**src/rtl/assert_macros.svh**
```systemverilog
// Assertion macros used by the top level of the polygon point inclusion block.
`ifndef ASSERT_MACROS_SVH
`define ASSERT_MACROS_SVH

// Same-cycle implication, disabled while reset is held.
`define PPI_ASSERT_NOW(label, clk, rst_n, cond, prop) \
  label: assert property (@(posedge clk) disable iff (!rst_n) (cond) |-> (prop)) \
    else $error("assertion failed");

// Next-cycle implication, disabled while reset is held.
`define PPI_ASSERT_NEXT(label, clk, rst_n, cond, prop) \
  label: assert property (@(posedge clk) disable iff (!rst_n) (cond) |=> (prop)) \
    else $error("assertion failed");

`endif

```
**src/rtl/ppi_pkg.sv**
```systemverilog
// Package with types and constants of the polygon point inclusion block.
`timescale 1ns / 1ps

package ppi_pkg;

  localparam int COORD_W = 24;           // coordinate width, 8 fraction bits
  localparam int REL_W   = COORD_W + 1;  // coordinate relative to the origin
  localparam int DIFF_W  = COORD_W + 2;  // point minus vertex offset
  localparam int PROD_W  = DIFF_W + REL_W;
  localparam int CNT_OUT_W = 5;

  localparam int CFG_IDX_W = 1;
  localparam logic [CFG_IDX_W-1:0] CFG_POS_X = 1'b0;
  localparam logic [CFG_IDX_W-1:0] CFG_POS_Y = 1'b1;

  localparam logic [1:0] OP_CLEAR  = 2'd0;
  localparam logic [1:0] OP_APPEND = 2'd1;
  localparam logic [1:0] OP_TEST   = 2'd2;

  typedef struct packed {
    logic [1:0]                op;
    logic signed [COORD_W-1:0] x_coord;
    logic signed [COORD_W-1:0] y_coord;
  } in_item_t;

  typedef struct packed {
    logic                 inside_res;
    logic                 status;
    logic [CNT_OUT_W-1:0] vertex_count;
  } out_item_t;

  typedef struct packed {
    logic signed [COORD_W-1:0] x;
    logic signed [COORD_W-1:0] y;
  } vertex_t;

  typedef struct packed {
    logic load;     // take the appended vertex
    logic shift;    // take the neighbor's vertex
    logic is_last;  // last occupied cell, wraps to the head
  } cell_ctl_t;

  typedef struct packed {
    logic busy;     // an edge is still in the pipeline
    logic flip;     // the retiring edge crosses left of the point
  } edge_stat_t;

  typedef enum logic [2:0] {
    ST_IDLE,
    ST_LOAD,
    ST_WALK,
    ST_DRAIN,
    ST_DONE
  } ppi_state_t;

endpackage

```
**src/rtl/ppi_edge.sv**
```systemverilog
// Pipelined edge crossing test: differences, products, then the compare.
`timescale 1ns / 1ps

module ppi_edge (
  input  logic                               clk,
  input  logic                               rst_n,
  input  logic                               in_vld,
  input  ppi_pkg::vertex_t                   cur,
  input  ppi_pkg::vertex_t                   prv,
  input  logic signed [ppi_pkg::REL_W-1:0]   rpx,
  input  logic signed [ppi_pkg::REL_W-1:0]   rpy,
  output ppi_pkg::edge_stat_t                stat
);
  import ppi_pkg::*;

  logic signed [REL_W-1:0]  yi, yj, xi, xj;
  logic                     straddle;
  logic                     xcond;

  logic                     s1_vld_r, s1_vld_nxt;
  logic                     s1_act_r, s1_act_nxt;
  logic                     s1_dypos_r, s1_dypos_nxt;
  logic signed [REL_W-1:0]  s1_dxji_r, s1_dxji_nxt;
  logic signed [REL_W-1:0]  s1_dy_r, s1_dy_nxt;
  logic signed [DIFF_W-1:0] s1_dyp_r, s1_dyp_nxt;
  logic signed [DIFF_W-1:0] s1_dxp_r, s1_dxp_nxt;

  logic                     s2_vld_r;
  logic                     s2_act_r;
  logic                     s2_dypos_r;
  logic signed [PROD_W-1:0] s2_lhs_r, s2_lhs_nxt;
  logic signed [PROD_W-1:0] s2_rhs_r, s2_rhs_nxt;
  logic                     left;

  // Vertex offsets are compared against the point taken relative to the origin,
  // which gives the same answers as absolute coordinates.
  assign xi = REL_W'(cur.x);
  assign yi = REL_W'(cur.y);
  assign xj = REL_W'(prv.x);
  assign yj = REL_W'(prv.y);

  assign straddle = ((yi < rpy) && (yj >= rpy)) || ((yj < rpy) && (yi >= rpy));
  assign xcond    = (xi <= rpx) || (xj <= rpx);

  assign s1_vld_nxt   = in_vld;
  assign s1_act_nxt   = straddle && xcond;
  assign s1_dypos_nxt = yj > yi;
  assign s1_dxji_nxt  = xj - xi;
  assign s1_dy_nxt    = yj - yi;
  assign s1_dyp_nxt   = DIFF_W'(rpy) - DIFF_W'(yi);
  assign s1_dxp_nxt   = DIFF_W'(rpx) - DIFF_W'(xi);

  assign s2_lhs_nxt = PROD_W'(s1_dyp_r) * PROD_W'(s1_dxji_r);
  assign s2_rhs_nxt = PROD_W'(s1_dxp_r) * PROD_W'(s1_dy_r);

  // The sense of the compare flips unless the previous vertex lies above the current one.
  assign left = s2_dypos_r ? (s2_lhs_r < s2_rhs_r) : (s2_lhs_r > s2_rhs_r);

  always_ff @(posedge clk) begin
    if (!rst_n) begin
      s1_vld_r <= 1'b0;
      s2_vld_r <= 1'b0;
    end else begin
      s1_vld_r <= s1_vld_nxt;
      s2_vld_r <= s1_vld_r;
    end
  end

  always_ff @(posedge clk) begin
    s1_act_r   <= s1_act_nxt;
    s1_dypos_r <= s1_dypos_nxt;
    s1_dxji_r  <= s1_dxji_nxt;
    s1_dy_r    <= s1_dy_nxt;
    s1_dyp_r   <= s1_dyp_nxt;
    s1_dxp_r   <= s1_dxp_nxt;
    s2_act_r   <= s1_act_r;
    s2_dypos_r <= s1_dypos_r;
    s2_lhs_r   <= s2_lhs_nxt;
    s2_rhs_r   <= s2_rhs_nxt;
  end

  assign stat.busy = s1_vld_r || s2_vld_r;
  assign stat.flip = s2_vld_r && s2_act_r && left;

endmodule

```
**config.mk**
```make
export PLATFORM = sky130hd
export DESIGN_NAME = ppi_edge
export DESIGN_NICKNAME = d
export VERILOG_FILES = /design/src/rtl/assert_macros.svh /design/src/rtl/ppi_pkg.sv /design/src/rtl/ppi_edge.sv
export SDC_FILE = /design/constraint.sdc
export NUM_CORES = 2
export LEC_CHECK = 0
export ABC_CLOCK_PERIOD_IN_PS = 9850
export BUFFER_PORTS_ARGS = -buffer_cell sky130_fd_sc_hd__buf_2
export CELL_PAD_IN_SITES_DETAIL_PLACEMENT = 0
export CELL_PAD_IN_SITES_GLOBAL_PLACEMENT = 2
export CORE_AREA = 2 2 373 375
export CTS_CLUSTER_SIZE = 30
export DETAILED_ROUTE_END_ITERATION = 8
export DIE_AREA = 0 0 375 377
export PLACE_DENSITY = 0.8
export SLEW_MARGIN = 20
export SYNTH_ARGS = -nofsm -noshare
export SYNTH_HDL_FRONTEND = slang
export SYNTH_SLANG_ARGS = --single-unit
```
**constraint.sdc**
```tcl
create_clock -name clk -period 9.85 [get_ports clk]
set_clock_uncertainty 0.15 [all_clocks]
set_input_delay 1.97 -clock clk [delete_from_list [all_inputs] [get_ports clk]]
set_output_delay 1.97 -clock clk [all_outputs]
set_load 0.005 [all_outputs]
```
==> run summary <==
WS Path Type -> flop to flop
layout overhead on the synthesized area -> 6.61%
Worst Setup End Kind -> flop
share of cells above drive strength 1 -> 5.31%
Core Region -> 137000 um2
register area -> 4220 um2
Post-synth EDFFs -> 0
Startpoint Class -> flop
Max stage delay on crit path -> 1.07 ns
IO Pins -> 151
post-synthesis sequential area ratio -> 7.17%
Worst EP arrival -> 8.67 ns
Crit Reg-Reg Startpoint -> s1_dy_r[11]$_DFF_P_
Post-synth ARST share -> 0%
DRT iter0 DRCs -> 2004
Avg WL per Cell -> 20.0 um
first-pass GRT wire length -> 264000 um
post-route setup TNS -> 0 ns
beginning of the critical path -> s1_dy_r[11]$_DFF_P_
Final Max Slew Viols -> 0
critical path fanouts, max -> 26
Maximum Capacitance Violations -> 0
Yosys reg bits -> 210
initial antenna violation count -> 25
Final period util -> 84.8%
routability congestion estimate -> 0.909
status -> complete, no violations
family with the most delay on the worst path -> adder cells
final hold slack -> 0.185 ns
post-layout min period -> 8.36 ns
Yosys warning total -> 0
largest net degree at the start of global routing -> 28
CP endpoint -> s2_rhs_r[50]$_DFF_P_
Multi-input gate area -> 47800 um2
RSZ-0062 raised after global routing -> false
r2r setup slk -> 1.49 ns
via count -> 41800
Die W -> 375 um
fmax -> 0.120 GHz
root buf cell -> clkbuf_16
DP Cell Count -> 8183
die area -> 141000 um2
gr usage total -> 24.3%
drt via density -> 5.07
hold_buf cts -> 0
cell depth of the worst setup path -> 24
die height -> 377 um
critical path's slowest cell -> dfxtp_1
Final nets -> 8422
Reg-to-Reg End -> s2_rhs_r[50]$_DFF_P_
# DRC -> 0
CTS buffer count -> 28
Worst EP required -> 10.17 ns
worst r2r path cells -> 24
total grt overflow -> 0
IO Port Bufs -> 150
drt pass-1 iters -> 5
clock latency on the worst-skew pair -> 0.62 ns
# resized after CTS -> 0
Synth cell types -> 80
Initial Util -> 42.8%
slew at the pin with the worst max-slew slack -> 1.16 ns
Clock Path Buffers -> 3
average cell area after synthesis -> 9.19 um2
hpwl dp -> 139000 um
Slew headroom -> 22.5%
postcts setup bufs -> 0
Final setup viols -> 0
final antenna-violating net count -> 0
clock sinks -> 210
Finished Layout Cells -> 8240
cell mode on critical path -> fa_1
clock-pin slew on the worst setup and hold paths -> 0.07 ns
Hold Violations, Final -> 0
Cells after Synth -> 6374
syn_nets -> 8377
num rows -> 136
min-delay worst type -> flop to flop
CTS tree -> yes
Syn Std Cell Area -> 58600 um2
WP buf/inv -> 5
Filler cells -> 13600
# H-tree levels -> 1
main flop type after synthesis -> dfxtp_1
vias in the first global route -> 46400
final wirelength -> 165000 um
crit-path cells -> nand2_1 -> fa_1 -> fa_1 -> inv_1 -> fa_1 -> inv_1 -> fa_1 -> inv_1 -> fa_1 -> fa_1 -> inv_1 -> fa_1 -> inv_1 -> ha_1 -> nand2_1 -> nor2_1 -> nand3_1 -> nor4_1 -> o21ai_0 -> nand3_1 -> a2111oi_2 -> o41ai_1 -> a21oi_1 -> xnor2_1
## sequential cells by signal, indices dropped and copies added (netlist names)
register	count
s2_lhs_r	51
s2_rhs_r	51
s2_dypos_r	1
s1_vld_r	1
s1_dxp_r	26
s2_act_r	1
s1_dypos_r	1
s1_dyp_r	26
s1_dxji_r	25
s2_vld_r	1
s1_act_r	1
s1_dy_r	25
## cells in the final DEF (no fill, tap or decap), types with 8 or more instances in the layout
cell       netlist  routed
or3_1            9       9
a21oi_1        168     168
buf_4            0      93
nor2_1         153     153
a31oi_1         18      18
xnor2_1        134     132
nand2_1        724     724
o21bai_1        18      18
nand3_1         47      47
and2_1         639     639
a211oi_1        15      15
o21ai_0         97      97
ha_1           488     488
o31a_1           8       8
clkbuf_16        0      28
buf_2            1     150
xor2_1          52      52
inv_1         1543    1543
o21a_1          34      34
a21o_1          89      89
nor2b_1         56      56
and3_1          19      19
nand4_1         37      37
nor3_1          39      39
o211ai_1        10      10
dfxtp_1        210     196
nand2b_1        37      37
dfxtp_2          0      14
fa_1          1366    1366
## cells by family (layout without fill, tap and decap cells)
| family | Yosys count | in the layout | synth area share (%) |
|---|---|---|---|
| flip-flops | 210 | 210 | 7.17 |
| multiplexers | 5 | 5 | 0.0875 |
| XOR/XNOR | 186 | 186 | 2.78 |
| AO/OA/AOI/OAI | 555 | 555 | 6.22 |
| AND/OR/NAND/NOR | 1793 | 1793 | 15.3 |
| other | 0 | 5 | 0 |
| buffers and inverters | 1771 | 1838 | 11.3 |
| adder cells (fa/ha/maj) | 1854 | 1854 | 57.1 |
## Yosys cell counts, types with 6 or more instances
master,n,area (um2)
inv_1,1543,5790
fa_1,1366,27300
nand2_1,724,2720
and2_1,639,4000
ha_1,488,6110
clkbuf_1,226,848
dfxtp_1,210,4200
a21oi_1,168,841
nor2_1,153,574
xnor2_1,134,1170
o21ai_0,97,485
a21o_1,89,668
nor2b_1,56,350
xor2_1,52,455
nand3_1,47,235
nor3_1,39,195
nand2b_1,37,231
nand4_1,37,231
o21a_1,34,255
and3_1,19,119
a31oi_1,18,113
o21bai_1,18,135
a211oi_1,15,113
o211ai_1,10,75.1
or3_1,9,56.3
o31a_1,8,70.1
a211o_1,7,61.3
a31o_2,7,61.3
nor4_1,7,43.8
o21ai_1,7,35.0
and4_1,6,52.6
or2_2,6,37.5
## through the flow
step                      util, %  worst slack [ns]  area [um2]
after global placement       44.9              1.61       61500
after detailed placement     44.9              1.56       61500
final                        45.6              1.49       62500
after CTS                    45.6              1.51       62500
after floorplan                 -              2.78       58600
after global routing         45.6              1.14       62500
## worst reg2reg max path, stage by stage (launching register included)
cell and delay, ns:
dfxtp_1 1.07, nand2_1 0.20, fa_1 0.54, fa_1 0.54, inv_1 0.05, fa_1 0.49
inv_1 0.05, fa_1 0.53, inv_1 0.05, fa_1 0.45, fa_1 0.49, inv_1 0.05
fa_1 0.47, inv_1 0.04, ha_1 0.38, nand2_1 0.13, nor2_1 0.10, nand3_1 0.13
nor4_1 0.94, o21ai_0 0.37, nand3_1 0.25, a2111oi_2 0.11, o41ai_1 0.36, a21oi_1 0.13
xnor2_1 0.13
## cell type report
type                       count  area share [%]
antenna                        5          0.0200
clock buffer                  32            1.18
clock inverter                20           0.415
inverter                    1543            9.27
multi-input combinational   4393            76.5
sequential                   210            6.76
tap                         1794            3.59
timing repair buffer         243            2.32
## metal layers
metal / GRT usage [%] / vias to the layer above / routed length [um]
li1: - / 19000 / -
met4: 5.70 / 22 / 4490
met5: 0 / - / 125
met3: 2.95 / 221 / 7700
met1: 31.9 / 21700 / 70300
met2: 42.6 / 808 / 82000
## worst min path at each step
stage,startpoint,end,slack (ns),cells past startpoint
2_1_floorplan,s1_act_r$_DFF_P_,s2_act_r$_DFF_P_,0.16,0
3_3_place_gp,s1_act_r$_DFF_P_,s2_act_r$_DFF_P_,0.17,0
3_5_place_dp,s1_act_r$_DFF_P_,s2_act_r$_DFF_P_,0.17,0
4_1_cts,s1_act_r$_DFF_P_,s2_act_r$_DFF_P_,0.19,0
5_1_grt,s1_act_r$_DFF_P_,s2_act_r$_DFF_P_,0.20,0
6_report,s1_act_r$_DFF_P_,s2_act_r$_DFF_P_,0.18,0
Power is not shown: default switching activity piles up to over one toggle a cycle in this logic, so the estimate is an artifact.
