`config.mk`:
```
export PLATFORM = sky130hd
export DESIGN_NAME = ppi_cell
export DESIGN_NICKNAME = d
export VERILOG_FILES = /design/src/rtl/assert_macros.svh /design/src/rtl/ppi_pkg.sv /design/src/rtl/ppi_cell.sv
export SDC_FILE = /design/constraint.sdc
export NUM_CORES = 1
export LEC_CHECK = 0
export BUFFER_PORTS_ARGS = -buffer_cell sky130_fd_sc_hd__buf_4
export CAP_MARGIN = 20
export CORE_ASPECT_RATIO = 0.8
export CORE_MARGIN = 2
export CORE_UTILIZATION = 40
export CTS_BUF_LIST = sky130_fd_sc_hd__clkbuf_4 sky130_fd_sc_hd__clkbuf_8 sky130_fd_sc_hd__clkbuf_16
export CTS_CLUSTER_SIZE = 8
export DETAILED_ROUTE_END_ITERATION = 8
export PLACE_DENSITY = 0.9
export SLEW_MARGIN = 5
export SYNTH_ARGS = -nofsm -noshare
export SYNTH_HDL_FRONTEND = slang
export SYNTH_SLANG_ARGS = --single-unit
```
`constraint.sdc`:
```
create_clock -name clk -period 1.8 [get_ports clk]
set_clock_uncertainty 0.1 [all_clocks]
set_input_delay 0.09 -clock clk [delete_from_list [all_inputs] [get_ports clk]]
set_output_delay 0.09 -clock clk [all_outputs]
set_load 0.1 [all_outputs]
```
`src/rtl/assert_macros.svh`:
```
// Assertion macros used by the top level of the polygon point inclusion block.
`ifndef ASSERT_MACROS_SVH
`define ASSERT_MACROS_SVH

// Same-cycle implication, disabled while reset is held.
`define PPI_ASSERT_NOW(label, clk, rst_n, cond, prop) \
  label: assert property (@(posedge clk) disable iff (!rst_n) (cond) |-> (prop)) \
    else $error("assertion failed");

// Next-cycle implication, disabled while reset is held.
`define PPI_ASSERT_NEXT(label, clk, rst_n, cond, prop) \
  label: assert property (@(posedge clk) disable iff (!rst_n) (cond) |=> (prop)) \
    else $error("assertion failed");

`endif

```
`src/rtl/ppi_pkg.sv`:
```
// Package with types and constants of the polygon point inclusion block.
`timescale 1ns / 1ps

package ppi_pkg;

  localparam int COORD_W = 24;           // coordinate width, 8 fraction bits
  localparam int REL_W   = COORD_W + 1;  // coordinate relative to the origin
  localparam int DIFF_W  = COORD_W + 2;  // point minus vertex offset
  localparam int PROD_W  = DIFF_W + REL_W;
  localparam int CNT_OUT_W = 5;

  localparam int CFG_IDX_W = 1;
  localparam logic [CFG_IDX_W-1:0] CFG_POS_X = 1'b0;
  localparam logic [CFG_IDX_W-1:0] CFG_POS_Y = 1'b1;

  localparam logic [1:0] OP_CLEAR  = 2'd0;
  localparam logic [1:0] OP_APPEND = 2'd1;
  localparam logic [1:0] OP_TEST   = 2'd2;

  typedef struct packed {
    logic [1:0]                op;
    logic signed [COORD_W-1:0] x_coord;
    logic signed [COORD_W-1:0] y_coord;
  } in_item_t;

  typedef struct packed {
    logic                 inside_res;
    logic                 status;
    logic [CNT_OUT_W-1:0] vertex_count;
  } out_item_t;

  typedef struct packed {
    logic signed [COORD_W-1:0] x;
    logic signed [COORD_W-1:0] y;
  } vertex_t;

  typedef struct packed {
    logic load;     // take the appended vertex
    logic shift;    // take the neighbor's vertex
    logic is_last;  // last occupied cell, wraps to the head
  } cell_ctl_t;

  typedef struct packed {
    logic busy;     // an edge is still in the pipeline
    logic flip;     // the retiring edge crosses left of the point
  } edge_stat_t;

  typedef enum logic [2:0] {
    ST_IDLE,
    ST_LOAD,
    ST_WALK,
    ST_DRAIN,
    ST_DONE
  } ppi_state_t;

endpackage

```
`src/rtl/ppi_cell.sv`:
```
// One vertex cell of the rotating vertex chain.
`timescale 1ns / 1ps

module ppi_cell (
  input  logic               clk,
  input  ppi_pkg::cell_ctl_t ctl,
  input  ppi_pkg::vertex_t   ld_vtx,
  input  ppi_pkg::vertex_t   nbr_vtx,
  input  ppi_pkg::vertex_t   head_vtx,
  output ppi_pkg::vertex_t   vtx
);
  import ppi_pkg::*;

  vertex_t vtx_r;
  vertex_t vtx_nxt;

  // The last occupied cell closes the ring by taking the head's vertex.
  always_comb begin
    vtx_nxt = vtx_r;
    if (ctl.load) begin
      vtx_nxt = ld_vtx;
    end else if (ctl.shift) begin
      vtx_nxt = ctl.is_last ? head_vtx : nbr_vtx;
    end
  end

  always_ff @(posedge clk) begin
    vtx_r <= vtx_nxt;
  end

  assign vtx = vtx_r;

endmodule

```
==> qor.csv, run 1 <==
stage,metric,value,unit
layout,final_area,4352,um2
drt,num_vias,2469,
global_routing,antenna_found_initial,0,
critical_path,cp_top_family,flip-flops,
logic_synthesis,synth-xor-area-share,0,
drt,avgViaCountPerCell,4.822,
global_routing,grt_usage,0.2166,
job,drv_cap,0,
layout,final_util,0.7322,
power,ir_drop,0.0003817,V
clock_network,cts_inserted_buffers,5,
clock_network,h-tree-depth,2,
critical_path,startpoint_type,flop,
min_path,hold_class,in -> reg,
logic_synthesis,yosysWarnings,0,
floorplan,die-area,6866,um2
logic_synthesis,synth_nets,358,
drt,drtAntennaViolNets,0,
sta,whs,0.0002951,ns
layout,final_cell_mix,"buf_4, mux2i_1, nand2_1, edfxtp_1, dlygate4sd3_1",
logic_synthesis,synth_top_family_by_area,multiplexers,
drt,drc_errors,0,
layout,syn_to_final_growth,75.04,%
sta,max_slew_margin,0.7297,
layout,fin_cells,512,
sta,worstMarginPinSlew,0.4054,ns
clock_network,cts_buffer_depth,2,
global_routing,grt_pass1_wl,11400,um
power,total_power,3.735,mW
placed_design,pre_cts_slack,0.5611,ns
power,power_density,858.2,nW/um2
sta,setup_tns,0,ns
layout,nets,578,
logic_synthesis,post_synth.cell_area_avg,11.84,um2
placed_design,post-dp-hpwl,5557,um
layout,largest_reg_flops,48,
logic_synthesis,synth_simple_gate_area_share,0.07499,
drt,firstDrtPassIters,6,
floorplan,io_pins,196,
logic_synthesis,synth_cell_type_count,11,
layout,n_antenna_cell,0,
logic_synthesis,syn-cell-area,2486,um2
layout,drive_above_1_share,0.4826,
clock_network,cts_tree,yes,
drt,wl_per_cell,14.97,um
placed_design,gp_congestion,0.7936,
critical_path,worstSetupPathType,reg -> out,
sta,maxSlewViolCount,0,
drt,routed_wirelength,7664,um
floorplan,die_x,92.14,um
critical_path,critPathRequiredTime,1.61,ns
layout,final_common_cell,buf_4,
global_routing,grt_overflow,0,
global_routing,grt_max_degree,50,
logic_synthesis,yosysSeqAreaShare,0.5798,
logic_synthesis,synth_fa_ha_area_frac,0,
sta,hold_violations,0,
placed_design,port_buffers,195,
drt,drtIter0Drc,67,
global_routing,grt_pass1_vias,2526,
placed_design,dp_cells,474,
sta,setup_viol,0,
floorplan,rows,25,
sta,max_freq,872.8,MHz
logic_synthesis,syn_inst,210,
clock_network,clk_pin_slew_worst_paths,0.08,ns
critical_path,worstPathArrival,0.96,ns
sta,setup_slack,0.6543,ns
sta,timing.final.crit_share,0.6365,
clock_network,cts.sinks,48,
floorplan,coreArea,5943,um2
sta,rsz0062_at_grt,no,
clock_network,cts_root_buffer,clkbuf_8,
status,status,completed,
logic_synthesis,ys_seq_elements,48,
floorplan,die_h,74.52,um
critical_path,critical-path-max-stage-delay,0.37,ns
critical_path,worstSetupEndpointType,primary output,
critical_path,crit_buf_inv,1,
sta,finalCriticalPeriod,1.146,ns
critical_path,path_cells,buf_4,
critical_path,cp_slowest_cell,edfxtp_1,
floorplan,initial_core_util,0.4183,
critical_path,crit_fanout,1,
placed_design,place_area,3964,um2
logic_synthesis,synth_mux_area_frac,0.1933,
min_path,hp-start,ld_vtx[1],
critical_path,startpoint,vtx[2],
logic_synthesis,synth_compound_area_frac,0.09663,
power,leakage,2.089,nW
-- worst paths after layout --
path                  endpoint  cells after the start  slack, ns
worst min-delay path    vtx[1]                      3     0.0003
worst max-delay path    vtx[2]                      1       0.65
-- cells by family (layout without fill, tap and decap cells) --
| family | count (synthesis) | after routing |
|---|---|---|
| AOI/OAI and AO/OA | 48 | 48 |
| DFF | 48 | 48 |
| muxes | 48 | 48 |
| and+or+nand+nor | 49 | 49 |
| buffers and inverters | 17 | 238 |
-- metal layers --
metal	vias up	track usage	part of all wire
met2	146	0.4265	0.54
li1	1197	-	-
met5	-	0	0
met4	0	0.08292	0.024
met1	1110	0.2061	0.34
met3	16	0.08612	0.10
-- final cells by class --
type | instances | area, um2
Sequential cell | 48 | 1441
Clock inverter | 1 | 3.754
Multi-Input combinational cell | 145 | 907.1
Fill cell | 398 | 1592
Timing Repair Buffer | 230 | 1814
Tap cell | 81 | 101.3
Clock buffer | 7 | 83.83
-- timing repair --
action	in CTS	in global routing
setup buffers	0	0
gates resized for setup	0	0
endpoints found under the hold margin	30	0
hold buffers	30	0
-- Yosys cell counts, drive strengths merged --
cell,n,area share
nand2,48,0.072
buf,11,0.046
edfxtp,48,0.58
mux2i,48,0.19
or2,1,0.0025
clkbuf,6,0.0091
o21ai,48,0.097
-- report_power, final --
group	internal [mW]	switching, mW	total [mW]
Combinational	0.491	1.20	1.69
Sequential	1.38	0.0396	1.42
Clock	0.301	0.322	0.623
Power figures use the tool's default switching activity.
==> run 2: changes to the inputs <==
==> constraint.sdc (replaced) <==
create_clock -name clk -period 1.15 [get_ports clk]
set_clock_uncertainty 0.1 [all_clocks]
set_input_delay 0.0575 -clock clk [delete_from_list [all_inputs] [get_ports clk]]
set_output_delay 0.0575 -clock clk [all_outputs]
set_load 0.1 [all_outputs]
==> run 2 against run 1 <==
Net effect: setup slack worse by 0.60 ns; non-clock buffer count up 18; total power up 59%; critical path type unchanged.
==> qor.csv, run 2 (synthesis gave the netlist of run 1 again) <==
stage,metric,value,unit,change
status,status,completed,,unchanged
drt,firstDrtPassIters,4,,was 6
critical_path,cp_slowest_cell,edfxtp_1,,unchanged
clock_network,clk_pin_slew_worst_paths,0.08,ns,about the same
sta,max_freq,911.3,MHz,
layout,fillers,376,,was 398
placed_design,place_area,4004,um2,was 3964 um2
drt,drtAntennaViolNets,0,,unchanged
clock_network,cts_post_setup_buffers_inserted,0,,unchanged
critical_path,worstSetupEndpointType,primary output,,unchanged
sta,worstMarginPinSlew,0.6582,ns,was 0.4054 ns
power,total_power,5.931,mW,was 3.735 mW
floorplan,io_pins,196,,unchanged
critical_path,worstPathArrival,0.94,ns,was 0.96 ns
sta,hold_violations,0,,unchanged
floorplan,coreArea,5943,um2,unchanged
sta,finalCriticalPeriod,1.097,ns,
layout,nets,596,,was 578
layout,final_area,4572,um2,was 4352 um2
drt,routed_wirelength,8173,um,was 7664 um
clock_network,cts_resized,0,,unchanged
global_routing,antenna_found_initial,0,,unchanged
clock_network,cts_root_buffer,clkbuf_8,,unchanged
layout,syn_to_final_growth,83.90,%,was 75.04%
sta,max_slew_margin,0.5612,,was 0.7297
placed_design,gp_congestion,0.7599,,was 0.7936
layout,drive_above_1_share,0.4633,,was 0.4826
drt,num_vias,2512,,was 2469
drt,drtIter0Drc,84,,was 67
global_routing,grt_overflow,0,,unchanged
critical_path,cp_top_family,flip-flops,,unchanged
placed_design,dp_cells,474,,unchanged
layout,n_antenna_cell,0,,unchanged
clock_network,cts_inserted_buffers,5,,unchanged
clock_network,cts_buffer_depth,2,,unchanged
layout,fin_cells,530,,was 512
global_routing,grt_pass1_wl,11990,um,was 11400 um
layout,multi_input_area,909.6,um2,was 907.1 um2
global_routing,grt_pass1_vias,2520,,was 2526
global_routing,grt_max_degree,51,,was 50
sta,timing.final.crit_share,0.9542,,
min_path,min_path_cells,3,,unchanged
layout,largest_reg_flops,48,,unchanged
layout,seq_area,1441,um2,unchanged
layout,final_common_cell,buf_4,,unchanged
sta,setup_tns,0,ns,unchanged
sta,setup_viol,0,,unchanged
power,leakage,2.179,nW,was 2.089 nW
critical_path,critPathRequiredTime,0.99,ns,was 1.61 ns
power,ir_drop,0.0006727,V,was 0.0003817 V
drt,drc_errors,0,,unchanged
placed_design,port_buffers,195,,unchanged
sta,whs,0.01183,ns,was 0.0002951 ns
floorplan,die-area,6866,um2,unchanged
critical_path,crit_buf_inv,1,,unchanged
clock_network,ctsHoldBuffers,48,,was 30
clock_network,h-tree-depth,2,,unchanged
power,power_density,1297,nW/um2,was 858.2 nW/um2
placed_design,pre_cts_slack,-0.03957,ns,was 0.5611 ns
clock_network,cts.sinks,48,,unchanged
job,drv_cap,0,,unchanged
layout,final_util,0.7693,,was 0.7322
sta,rsz0062_at_grt,no,,unchanged
drt,avgViaCountPerCell,4.740,,was 4.822
sta,maxSlewViolCount,0,,unchanged
floorplan,die_x,92.14,um,unchanged
layout,final_cell_mix,"buf_4, mux2i_1, nand2_1, dlygate4sd3_1, edfxtp_1",,"was buf_4, mux2i_1, nand2_1, edfxtp_1, dlygate4sd3_1"
floorplan,rows,25,,unchanged
floorplan,die_h,74.52,um,unchanged
critical_path,path_depth,1,,unchanged
critical_path,crit_fanout,1,,unchanged
critical_path,startpoint_type,flop,,unchanged
critical_path,worstSetupPathType,reg -> out,,unchanged
drt,wl_per_cell,15.42,um,was 14.97 um
min_path,hold_class,in -> reg,,unchanged
critical_path,critical-path-max-stage-delay,0.35,ns,was 0.37 ns
floorplan,initial_core_util,0.4183,,unchanged
clock_network,cts_tree,yes,,unchanged
global_routing,grt_usage,0.2309,,was 0.2166
placed_design,post-dp-hpwl,5234,um,was 5557 um
sta,setup_slack,0.05271,ns,was 0.6543 ns
critical_path,path_cells,buf_4,,unchanged
run 2: final timing paths:
kind                    start       to  slack (ns)
setup / recovery      vtx[19]  vtx[19]        0.05
hold / removal    nbr_vtx[33]  vtx[33]        0.01
run 2: worst min-delay path, cell delays in order:
cell and delay [ns]:
buf_4 0.07, mux2i_1 0.05, o21ai_1 0.11
run 2: layout make-up:
cell class,instances,area share
clock buffers,7,0.01834
clock inverters,1,0.0008210
multi-input cells,145,0.1990
flip-flops and latches,48,0.3153
well taps,81,0.02217
repair buffers,248,0.4444
run 2: metal layers:
metal / vias to the layer above / share of wire / routed length (um) / global-route usage
met5: - / 0 / 0 / 0
li1: 1236 / - / - / -
met2: 133 / 0.55 / 4470 / 0.4518
met4: 0 / 0.020 / 160 / 0.08126
met3: 19 / 0.092 / 755 / 0.08409
met1: 1124 / 0.34 / 2787 / 0.2296
run 2: report_power, final:
group / leakage, nW / internal [mW] / switching [mW]
clock network: 0.0467 / 0.471 / 0.508
logic: 1.64 / 0.825 / 1.91
registers: 0.494 / 2.16 / 0.0556
